## src/design/pts_pkg.sv

```systemverilog
// Package for the priority task scheduler: operation codes, task states,
// configuration register indexes and the result record. No dependencies.
`default_nettype none

package pts_pkg;

    // Operation codes carried on the input channel
    typedef enum logic [2:0] {
        OP_ACTIVATE  = 3'd0,
        OP_TERMINATE = 3'd1,
        OP_CHAIN     = 3'd2,
        OP_START     = 3'd3,
        OP_SWITCH    = 3'd4
    } op_t;

    // Per-task scheduling state
    typedef enum logic [1:0] {
        ST_SUSPENDED = 2'd0,
        ST_READY     = 2'd1,
        ST_RUNNING   = 2'd2
    } task_state_t;

    // Configuration register indexes
    localparam int unsigned CFG_IDX_W = 3;
    localparam int unsigned CFG_DATA_W = 8;
    localparam logic [CFG_IDX_W-1:0] REG_PRIO_TASK0 = 3'd0;
    localparam logic [CFG_IDX_W-1:0] REG_PRIO_TASK3 = 3'd3;
    localparam logic [CFG_IDX_W-1:0] REG_AUTOSTART  = 3'd4;
    localparam logic [CFG_IDX_W-1:0] REG_IDLE_TASK  = 3'd5;

    // Number of tasks that have priority and autostart registers
    localparam int unsigned CFG_TASKS = 4;
    localparam int unsigned PRIO_REG_W = 8;
    localparam int unsigned TASK_OUT_W = 2;

    // Status codes
    localparam logic STATUS_OK    = 1'b0;
    localparam logic STATUS_ERROR = 1'b1;

    // One result transaction
    typedef struct packed {
        logic                  status;
        logic [TASK_OUT_W-1:0] next_task;
        logic                  switch_request;
        logic [TASK_OUT_W-1:0] running_task;
    } result_t;

endpackage

`default_nettype wire

```

## src/design/priority_task_scheduler.sv

```systemverilog
// Top level of the fixed-priority task scheduler: input register, task
// table, configuration registers and result register. Uses pts_pkg, pts_exec.
//
//  channel  | handshake          | payload
//  ---------+--------------------+-----------------------------------------------
//  input    | s_valid / s_ready  | s_opcode, s_task_id
//  result   | m_valid / m_ready  | m_status, m_next_task, m_switch_request,
//           |                    | m_running_task
//  config   | cfg_valid/cfg_ready| cfg_index, cfg_data
//
// An operation waits in the input register and moves to the result register
// when that is free or being taken; one operation is accepted every cycle
// while the result is not stalled; the table update and priority tree run between
// the two registers. A stalled result holds the input register, and s_ready drops
// only while both are full. Reset clears the table to all suspended and the
// running and chosen tasks to 0. Configuration is always ready.
`default_nettype none

module priority_task_scheduler
    import pts_pkg::*;
#(
    parameter int unsigned TASKS     = 4,
    parameter int unsigned PRIO_BITS = 8
) (
    input  wire logic                  aclk,
    input  wire logic                  aresetn,
    input  wire logic                  s_valid,
    output logic                       s_ready,
    input  wire logic [2:0]            s_opcode,
    input  wire logic [7:0]            s_task_id,
    output logic                       m_valid,
    input  wire logic                  m_ready,
    output logic                       m_status,
    output logic [TASK_OUT_W-1:0]      m_next_task,
    output logic                       m_switch_request,
    output logic [TASK_OUT_W-1:0]      m_running_task,
    input  wire logic                  cfg_valid,
    output logic                       cfg_ready,
    input  wire logic [CFG_IDX_W-1:0]  cfg_index,
    input  wire logic [CFG_DATA_W-1:0] cfg_data
);

    localparam int unsigned IDW = (TASKS > 4) ? $clog2(TASKS) : 2;

    // Configuration registers
    logic [CFG_TASKS-1:0][PRIO_REG_W-1:0] prio_reg;
    logic [CFG_TASKS-1:0]                 autostart_reg;
    logic [TASK_OUT_W-1:0]                idle_reg;

    // Input register
    logic        in_valid_reg;
    op_t         op_reg;
    logic [7:0]  id_reg;

    // Scheduler state
    task_state_t [TASKS-1:0] states_reg;
    logic [IDW-1:0]          current_reg;
    logic [IDW-1:0]          chosen_reg;

    // Result register
    logic    out_valid_reg;
    result_t result_reg;

    task_state_t [TASKS-1:0]       states_next;
    logic [IDW-1:0]                current_next;
    logic [IDW-1:0]                chosen_next;
    result_t                       result_next;
    logic [TASKS-1:0][PRIO_BITS-1:0] prio;
    logic                          advance;

    // Move an operation on when the result register is free or being taken
    assign advance   = in_valid_reg && (!out_valid_reg || m_ready);
    assign s_ready   = !in_valid_reg || advance;
    assign cfg_ready = 1'b1;

    // Effective priority per task; tasks without a register get 0
    always_comb begin
        for (int i = 0; i < TASKS; i++) begin
            if (i < CFG_TASKS) prio[i] = PRIO_BITS'(prio_reg[i % CFG_TASKS]);
            else               prio[i] = '0;
        end
    end

    pts_exec #(
        .TASKS     (TASKS),
        .PRIO_BITS (PRIO_BITS),
        .IDW       (IDW)
    ) u_exec (
        .opcode         (op_reg),
        .task_id        (id_reg),
        .states         (states_reg),
        .current_task   (current_reg),
        .chosen_task    (chosen_reg),
        .prio           (prio),
        .autostart_mask (autostart_reg),
        .idle_task      (IDW'(idle_reg)),
        .states_next    (states_next),
        .current_next   (current_next),
        .chosen_next    (chosen_next),
        .result         (result_next)
    );

    // Write configuration registers
    always_ff @(posedge aclk) begin
        if (!aresetn) begin
            prio_reg      <= '0;
            autostart_reg <= '0;
            idle_reg      <= '0;
        end else if (cfg_valid && cfg_ready) begin
            if (cfg_index <= REG_PRIO_TASK3) begin
                prio_reg[cfg_index[1:0] - REG_PRIO_TASK0[1:0]] <= cfg_data;
            end else if (cfg_index == REG_AUTOSTART) begin
                autostart_reg <= cfg_data[CFG_TASKS-1:0];
            end else if (cfg_index == REG_IDLE_TASK) begin
                idle_reg <= cfg_data[TASK_OUT_W-1:0];
            end
        end
    end

    // Capture an input transaction
    always_ff @(posedge aclk) begin
        if (!aresetn) begin
            in_valid_reg <= 1'b0;
        end else if (s_ready) begin
            in_valid_reg <= s_valid;
        end
    end

    always_ff @(posedge aclk) begin
        if (s_valid && s_ready) begin
            op_reg <= op_t'(s_opcode);
            id_reg <= s_task_id;
        end
    end

    // Commit table state as the operation advances
    always_ff @(posedge aclk) begin
        if (!aresetn) begin
            states_reg  <= {TASKS{ST_SUSPENDED}};
            current_reg <= '0;
            chosen_reg  <= '0;
        end else if (advance) begin
            states_reg  <= states_next;
            current_reg <= current_next;
            chosen_reg  <= chosen_next;
        end
    end

    // Hold the result until it is taken
    always_ff @(posedge aclk) begin
        if (!aresetn) begin
            out_valid_reg <= 1'b0;
        end else if (advance) begin
            out_valid_reg <= 1'b1;
        end else if (m_ready) begin
            out_valid_reg <= 1'b0;
        end
    end

    always_ff @(posedge aclk) begin
        if (advance) begin
            result_reg <= result_next;
        end
    end

    assign m_valid          = out_valid_reg;
    assign m_status         = result_reg.status;
    assign m_next_task      = result_reg.next_task;
    assign m_switch_request = result_reg.switch_request;
    assign m_running_task   = result_reg.running_task;

endmodule

`default_nettype wire

```

## src/design/pts_pick.sv

```systemverilog
// Priority selection tree: highest-priority eligible task, ties to the
// higher index, idle task when none is eligible. Uses pts_pkg.
`default_nettype none

module pts_pick
    import pts_pkg::*;
#(
    parameter int unsigned TASKS     = 4,
    parameter int unsigned PRIO_BITS = 8,
    parameter int unsigned IDW       = 2
) (
    input  wire logic [TASKS-1:0]                elig,
    input  wire logic [TASKS-1:0][PRIO_BITS-1:0] prio,
    input  wire logic [IDW-1:0]                  idle_task,
    output logic      [IDW-1:0]                  pick
);

    localparam int unsigned NP = 1 << $clog2(TASKS);

    typedef struct packed {
        logic                 elig;
        logic [PRIO_BITS-1:0] prio;
        logic [IDW-1:0]       idx;
    } node_t;

    node_t nodes [1:2*NP-1];

    // Build the tree: leaves in task order, each node keeps the better child
    always_comb begin
        for (int i = 0; i < NP; i++) begin
            if (i < TASKS) begin
                nodes[NP+i].elig = elig[i];
                nodes[NP+i].prio = prio[i];
            end else begin
                nodes[NP+i].elig = 1'b0;
                nodes[NP+i].prio = '0;
            end
            nodes[NP+i].idx = IDW'(i);
        end
        for (int n = NP - 1; n >= 1; n--) begin
            // right child holds the higher indexes and wins ties
            if (nodes[2*n+1].elig &&
                (!nodes[2*n].elig || nodes[2*n+1].prio >= nodes[2*n].prio)) begin
                nodes[n] = nodes[2*n+1];
            end else begin
                nodes[n] = nodes[2*n];
            end
        end
    end

    assign pick = nodes[1].elig ? nodes[1].idx : idle_task;

endmodule

`default_nettype wire

```

## src/design/pts_exec.sv

```systemverilog
// Operation logic: applies one operation to the task table and, for activate,
// terminate, chain and start, makes the scheduling decision. Uses pts_pkg and pts_pick.
`default_nettype none

module pts_exec
    import pts_pkg::*;
#(
    parameter int unsigned TASKS     = 4,
    parameter int unsigned PRIO_BITS = 8,
    parameter int unsigned IDW       = 2
) (
    input  wire op_t                             opcode,
    input  wire logic [7:0]                      task_id,
    input  wire task_state_t [TASKS-1:0]         states,
    input  wire logic [IDW-1:0]                  current_task,
    input  wire logic [IDW-1:0]                  chosen_task,
    input  wire logic [TASKS-1:0][PRIO_BITS-1:0] prio,
    input  wire logic [CFG_TASKS-1:0]            autostart_mask,
    input  wire logic [IDW-1:0]                  idle_task,
    output task_state_t [TASKS-1:0]              states_next,
    output logic      [IDW-1:0]                  current_next,
    output logic      [IDW-1:0]                  chosen_next,
    output result_t                              result
);

    logic              id_valid;
    logic [TASKS-1:0]  elig;
    logic [IDW-1:0]    pick;
    logic              status;
    logic              decide;

    assign id_valid = task_id < 8'(TASKS);

    // Eligible means ready or running after this operation's state writes
    always_comb begin
        for (int i = 0; i < TASKS; i++) begin
            elig[i] = (states_next[i] == ST_READY) || (states_next[i] == ST_RUNNING);
        end
    end

    pts_pick #(
        .TASKS     (TASKS),
        .PRIO_BITS (PRIO_BITS),
        .IDW       (IDW)
    ) u_pick (
        .elig      (elig),
        .prio      (prio),
        .idle_task (idle_task),
        .pick      (pick)
    );

    // Apply the operation to the table
    always_comb begin
        states_next  = states;
        current_next = current_task;
        decide       = 1'b0;
        status       = STATUS_OK;
        case (opcode)
            OP_ACTIVATE: begin
                for (int i = 0; i < TASKS; i++) begin
                    if (id_valid && task_id == 8'(i)) states_next[i] = ST_READY;
                end
                if (!id_valid) status = STATUS_ERROR;
                decide = 1'b1;
            end
            OP_TERMINATE: begin
                for (int i = 0; i < TASKS; i++) begin
                    if (current_task == IDW'(i)) states_next[i] = ST_SUSPENDED;
                end
                decide = 1'b1;
            end
            OP_CHAIN: begin
                for (int i = 0; i < TASKS; i++) begin
                    if (current_task == IDW'(i)) states_next[i] = ST_SUSPENDED;
                    if (id_valid && task_id == 8'(i)) states_next[i] = ST_READY;
                end
                if (!id_valid) status = STATUS_ERROR;
                decide = 1'b1;
            end
            OP_START: begin
                for (int i = 0; i < TASKS; i++) begin
                    if (i < CFG_TASKS) begin
                        if (autostart_mask[i % CFG_TASKS]) states_next[i] = ST_READY;
                    end
                end
                current_next = idle_task;
                decide       = 1'b1;
            end
            OP_SWITCH: begin
                // old task back to ready, then the chosen one runs
                for (int i = 0; i < TASKS; i++) begin
                    if (current_task == IDW'(i) && states[i] == ST_RUNNING) begin
                        states_next[i] = ST_READY;
                    end
                    if (chosen_task == IDW'(i)) states_next[i] = ST_RUNNING;
                end
                current_next = chosen_task;
            end
            default: begin
                status = STATUS_ERROR;
            end
        endcase
    end

    // Take the new pick only for operations that make a decision
    assign chosen_next = decide ? pick : chosen_task;

    // Assemble the result transaction
    always_comb begin
        result.status         = status;
        result.next_task      = chosen_next[TASK_OUT_W-1:0];
        result.switch_request = chosen_next != current_next;
        result.running_task   = current_next[TASK_OUT_W-1:0];
    end

endmodule

`default_nettype wire

```

## config.mk

```make
export PLATFORM = sky130hd
export DESIGN_NAME = priority_task_scheduler
export DESIGN_NICKNAME = d
export VERILOG_FILES = /design/src/design/pts_pkg.sv /design/src/design/priority_task_scheduler.sv /design/src/design/pts_pick.sv /design/src/design/pts_exec.sv
export SDC_FILE = /design/constraint.sdc
export NUM_CORES = 1
export LEC_CHECK = 0
export BUFFER_PORTS_ARGS = -buffer_cell sky130_fd_sc_hd__buf_2
export CAP_MARGIN = 40
export CORE_MARGIN = 3
export CORE_UTILIZATION = 50
export CTS_CLUSTER_DIAMETER = 100
export CTS_CLUSTER_SIZE = 28
export DETAILED_ROUTE_END_ITERATION = 6
export MAX_ROUTING_LAYER = met4
export PLACE_DENSITY = 0.69
export SLEW_MARGIN = 20
export SYNTH_ARGS = -nofsm -noshare
export SYNTH_HDL_FRONTEND = slang
export SYNTH_SLANG_ARGS = --single-unit
export TNS_END_PERCENT = 50
```

## constraint.sdc

```tcl
create_clock -name aclk -period 5.6 [get_ports aclk]
set_input_delay 0.56 -clock aclk [delete_from_list [all_inputs] [get_ports aclk]]
set_output_delay 0.56 -clock aclk [all_outputs]
set_load 0.05 [all_outputs]
```

==> results_tabular.tex <==
\begin{tabular}{lr}
\hline
Metric & Value \\
\hline
\multicolumn{2}{l}{\textbf{Outcome}} \\
Run status & completed \\
\multicolumn{2}{l}{\textbf{Setup path}} \\
Type of the worst setup path & reg -> reg \\
Number of cell instances on the worst register-to-register path & 16 \\
Setup crit end & m\_switch\_request\$\_DFFE\_PP\_ \\
Critical register-to-register path endpoint & m\_switch\_request\$\_DFFE\_PP\_ \\
Critical path launch point type & flip-flop \\
Critical path capture point type & flip-flop \\
Setup slack on the worst flop-to-flop path & 560 ps \\
Largest fanout on the critical path & 20 \\
Reg-to-Reg Start & op\_reg[0]\$\_DFFE\_PP\_ \\
Launch point of the worst path & op\_reg[0]\$\_DFFE\_PP\_ \\
Endpoint required time on the critical path & 5690 ps \\
Arrival time at the worst endpoint & 5130 ps \\
\multicolumn{2}{l}{\textbf{Detailed routing}} \\
1st-pass router iterations & 5 \\
Routed wire per std cell & 16.2 um \\
DRC violation count after routing & 0 \\
Count of routing violations after the opening detailed-route iteration & 262 \\
Total via count in the routed design & 3,593 \\
Ratio of routed vias to standard cells & 5.73 \\
Antenna violation net count after detailed routing & 0 \\
Drt total wl & 10,200 um \\
\multicolumn{2}{l}{\textbf{Floorplanning}} \\
Number of core rows & 32 \\
Top-level I/O count & 36 \\
Die area & 0.00936 mm2 \\
Chip width & 96.7 um \\
Vertical die dimension & 96.7 um \\
Starting density of the core & 52.5\% \\
Floorplan core area & 0.00785 mm2 \\
\multicolumn{2}{l}{\textbf{Synthesis}} \\
Post-synthesis instance area & 0.00412 mm2 \\
Number of warnings issued by yosys & 0 \\
Synthesized area per cell & 8.32 um2 \\
Gate Count Post-Synth & 495 \\
Flip-flop and latch count after synthesis & 69 \\
Synth Flop Type & dfxtp\_1 \\
Async set-or-reset flop fraction in the synthesized netlist & 0\% \\
Synth Net Count & 546 \\
Share of synthesized area occupied by flip-flops and latches & 37.7\% \\
Number of synthesized flops with an enable pin & 17 \\
Distinct cells, synth & 67 \\
\multicolumn{2}{l}{\textbf{Final layout}} \\
Area overhead of the layout relative to synthesis & 10.2\% \\
Number of nets in the layout & 572 \\
Layout Cell Area excl Fill & 0.00453 mm2 \\
Number of diodes & 0 \\
Flip-flop count of the largest register, all copies and words added & 32 \\
Fraction of final layout cells with drive strength greater than 1 & 13.9\% \\
\multicolumn{2}{l}{\textbf{Power and ir drop}} \\
Leakage power summed over all cells & 0.00170 uW \\
Sum of internal, switching and leakage power & 1140 uW \\
Max IR drop VDD & 159 uV \\
Pwr/cell area & 251 mW/mm2 \\
\multicolumn{2}{l}{\textbf{Global route}} \\
Number of antenna violations at the first check in global routing & 0 \\
Global Route Usage Sum & 22.9\% \\
Vias in the first global route & 3,422 \\
Pin count of the biggest net entering global routing & 53 \\
GRT Residual Overflow & 0 \\
First-pass GRT wire length & 17,000 um \\
\multicolumn{2}{l}{\textbf{STA}} \\
Hold Fails Final Rpt & 0 \\
Pins Over Slew Limit & 0 \\
Final total negative setup slack & 0 ps \\
Setup Skew & 13.7 ps \\
RSZ-0062 raised after global routing & no \\
Share of the clock period used by the worst path & 90.0\% \\
Slew Limit Headroom & 54.6\% \\
Worst-case hold slack & 386 ps \\
Post-layout min period & 5040 ps \\
Slew at the pin with the worst max-slew slack & 681 ps \\
Total setup violations reported at the end of the flow & 0 \\
Max Freq & 0.198 GHz \\
\multicolumn{2}{l}{\textbf{Clocking}} \\
Total setup buffers inserted after CTS & 0 \\
Cts bufs inserted & 9 \\
Clock net sink count & 69 \\
\# H-tree levels & 3 \\
Hold-fix buffer count after cts & 0 \\
Register clock-pin slew on the reported worst setup and hold paths & 70 ps \\
Clock latency of the later-clocked register in the worst-skew pair & 350 ps \\
Clock tree from TritonCTS & yes \\
Root Buffer Master & clkbuf\_8 \\
Gates resized, CTS repair & 0 \\
Maximum number of buffers from clock root to sink & 2 \\
\multicolumn{2}{l}{\textbf{Flow run}} \\
Number of max-cap violations & 0 \\
\multicolumn{2}{l}{\textbf{Placed design}} \\
Total cell area at the placement stage & 0.00435 mm2 \\
Count of port buffers added during placement & 34 \\
HPWL after detailed placement & 7350 um \\
Routability Congestion & 0.931 \\
\multicolumn{2}{l}{\textbf{Worst hold path}} \\
HP Class & in -> reg \\
\hline
\end{tabular}
==> critical path: stages, from the launching register on <==
cell	delay [ps]
edfxtp_1	750
nand2b_1	180
or3b_1	380
a311oi_1	440
o22a_1	280
a22oi_4	110
o22ai_2	380
mux2_2	410
ha_1	290
a211o_1	260
a31oi_1	170
nor2_1	50
nor3_1	220
o21a_1	200
nor2b_1	70
a311o_1	320
a211o_1	280
==> worst min path at each step <==
stage               slack [ps]            startpoint              endpoint  depth (start not counted)
floorplan                  440  prio[1]$_SDFFE_PN0P_  prio[1]$_SDFFE_PN0P_                          2
global placement           440  prio[7]$_SDFFE_PN0P_  prio[7]$_SDFFE_PN0P_                          2
detailed placement         450  prio[3]$_SDFFE_PN0P_  prio[3]$_SDFFE_PN0P_                          2
CTS                        380          s_task_id[6]   id_reg[6]$_DFFE_PP_                          1
global route               370          s_task_id[4]   id_reg[4]$_DFFE_PP_                          1
finish                     390          s_task_id[7]   id_reg[7]$_DFFE_PP_                          1
==> metrics by stage <==
stage | utilization (%) | std cells | setup slack [ps]
2_1_floorplan | - | 495 | 1280
3_3_place_gp | 55.3 | 611 | 657
3_5_place_dp | 55.4 | 612 | 607
4_1_cts | 57.8 | 627 | 565
5_1_grt | 57.8 | 627 | 224
6_report | 57.8 | 627 | 561
==> layout by cell type, fill, tap and decap left out, types with 8 or more instances in the layout <==
master	netlist	routed
nand2_1	75	75
a21oi_1	57	57
dfxtp_1	52	52
nor2_1	48	48
buf_2	7	34
inv_1	27	27
ha_1	24	24
edfxtp_1	17	17
mux2i_1	14	14
o21ai_0	13	13
nor3_1	11	11
nand2b_1	9	9
clkbuf_8	0	9
nor2b_1	8	8
mux2_2	8	8
==> kinds of logic (layout without fill, tap and decap cells) <==
group,Yosys count,after routing,synth area share (%)
mux,22,22,5.59
xor+xnor,4,4,0.851
fa+ha+maj,25,25,7.54
simple gates,185,185,21.2
buf+inv,53,83,5.23
compound gates,136,136,21.8
flops,69,69,37.7
other cells,1,1,0.0911
==> final cells by class <==
type / instances / area, um2
sequential: 69 / 1550
clock buffer: 9 / 124
fill: 752 / 3310
clock inverter: 6 / 61.3
timing repair buffer: 40 / 215
multi-input combinational: 373 / 2350
tap: 102 / 128
inverter: 28 / 105
==> cell usage after synthesis, drive strengths merged, types with 3 or more instances <==
library cell	number	area share (%)
a31oi	4	0.61
nand3	4	0.49
inv	27	2.5
nor3	11	1.3
nor2	49	4.5
o21ai	16	2.0
o211ai	7	1.3
and2	7	1.1
o31ai	4	0.73
buf	10	1.3
mux2	8	2.2
a211o	6	1.3
and3	4	0.73
o2111ai	3	0.64
a21oi	57	6.9
mux2i	14	3.4
edfxtp	17	12
nand2	75	6.8
ha	24	7.3
nand2b	9	1.4
a211oi	7	1.4
nand3b	3	0.55
dfxtp	52	25
nor2b	8	1.2
clkbuf	15	1.4
a21o	5	0.91
o22ai	7	1.2
==> power breakdown <==
group | switching [uW] | internal, uW | leakage, uW
registers | 22.6 | 531 | 0.000586
logic | 115 | 67.9 | 0.00102
clock network | 199 | 204 | 0.000100
total | 337 | 803 | 0.00170
==> metal layers <==
| metal | GRT usage, % | wire [um] |
|---|---|---|
| met4 | 5.40 | 89 |
| met2 | 33.8 | 4410 |
| met5 | - | 0 |
| met1 | 32.7 | 5120 |
| met3 | 4.47 | 555 |
Power figures use the tool's default switching activity.
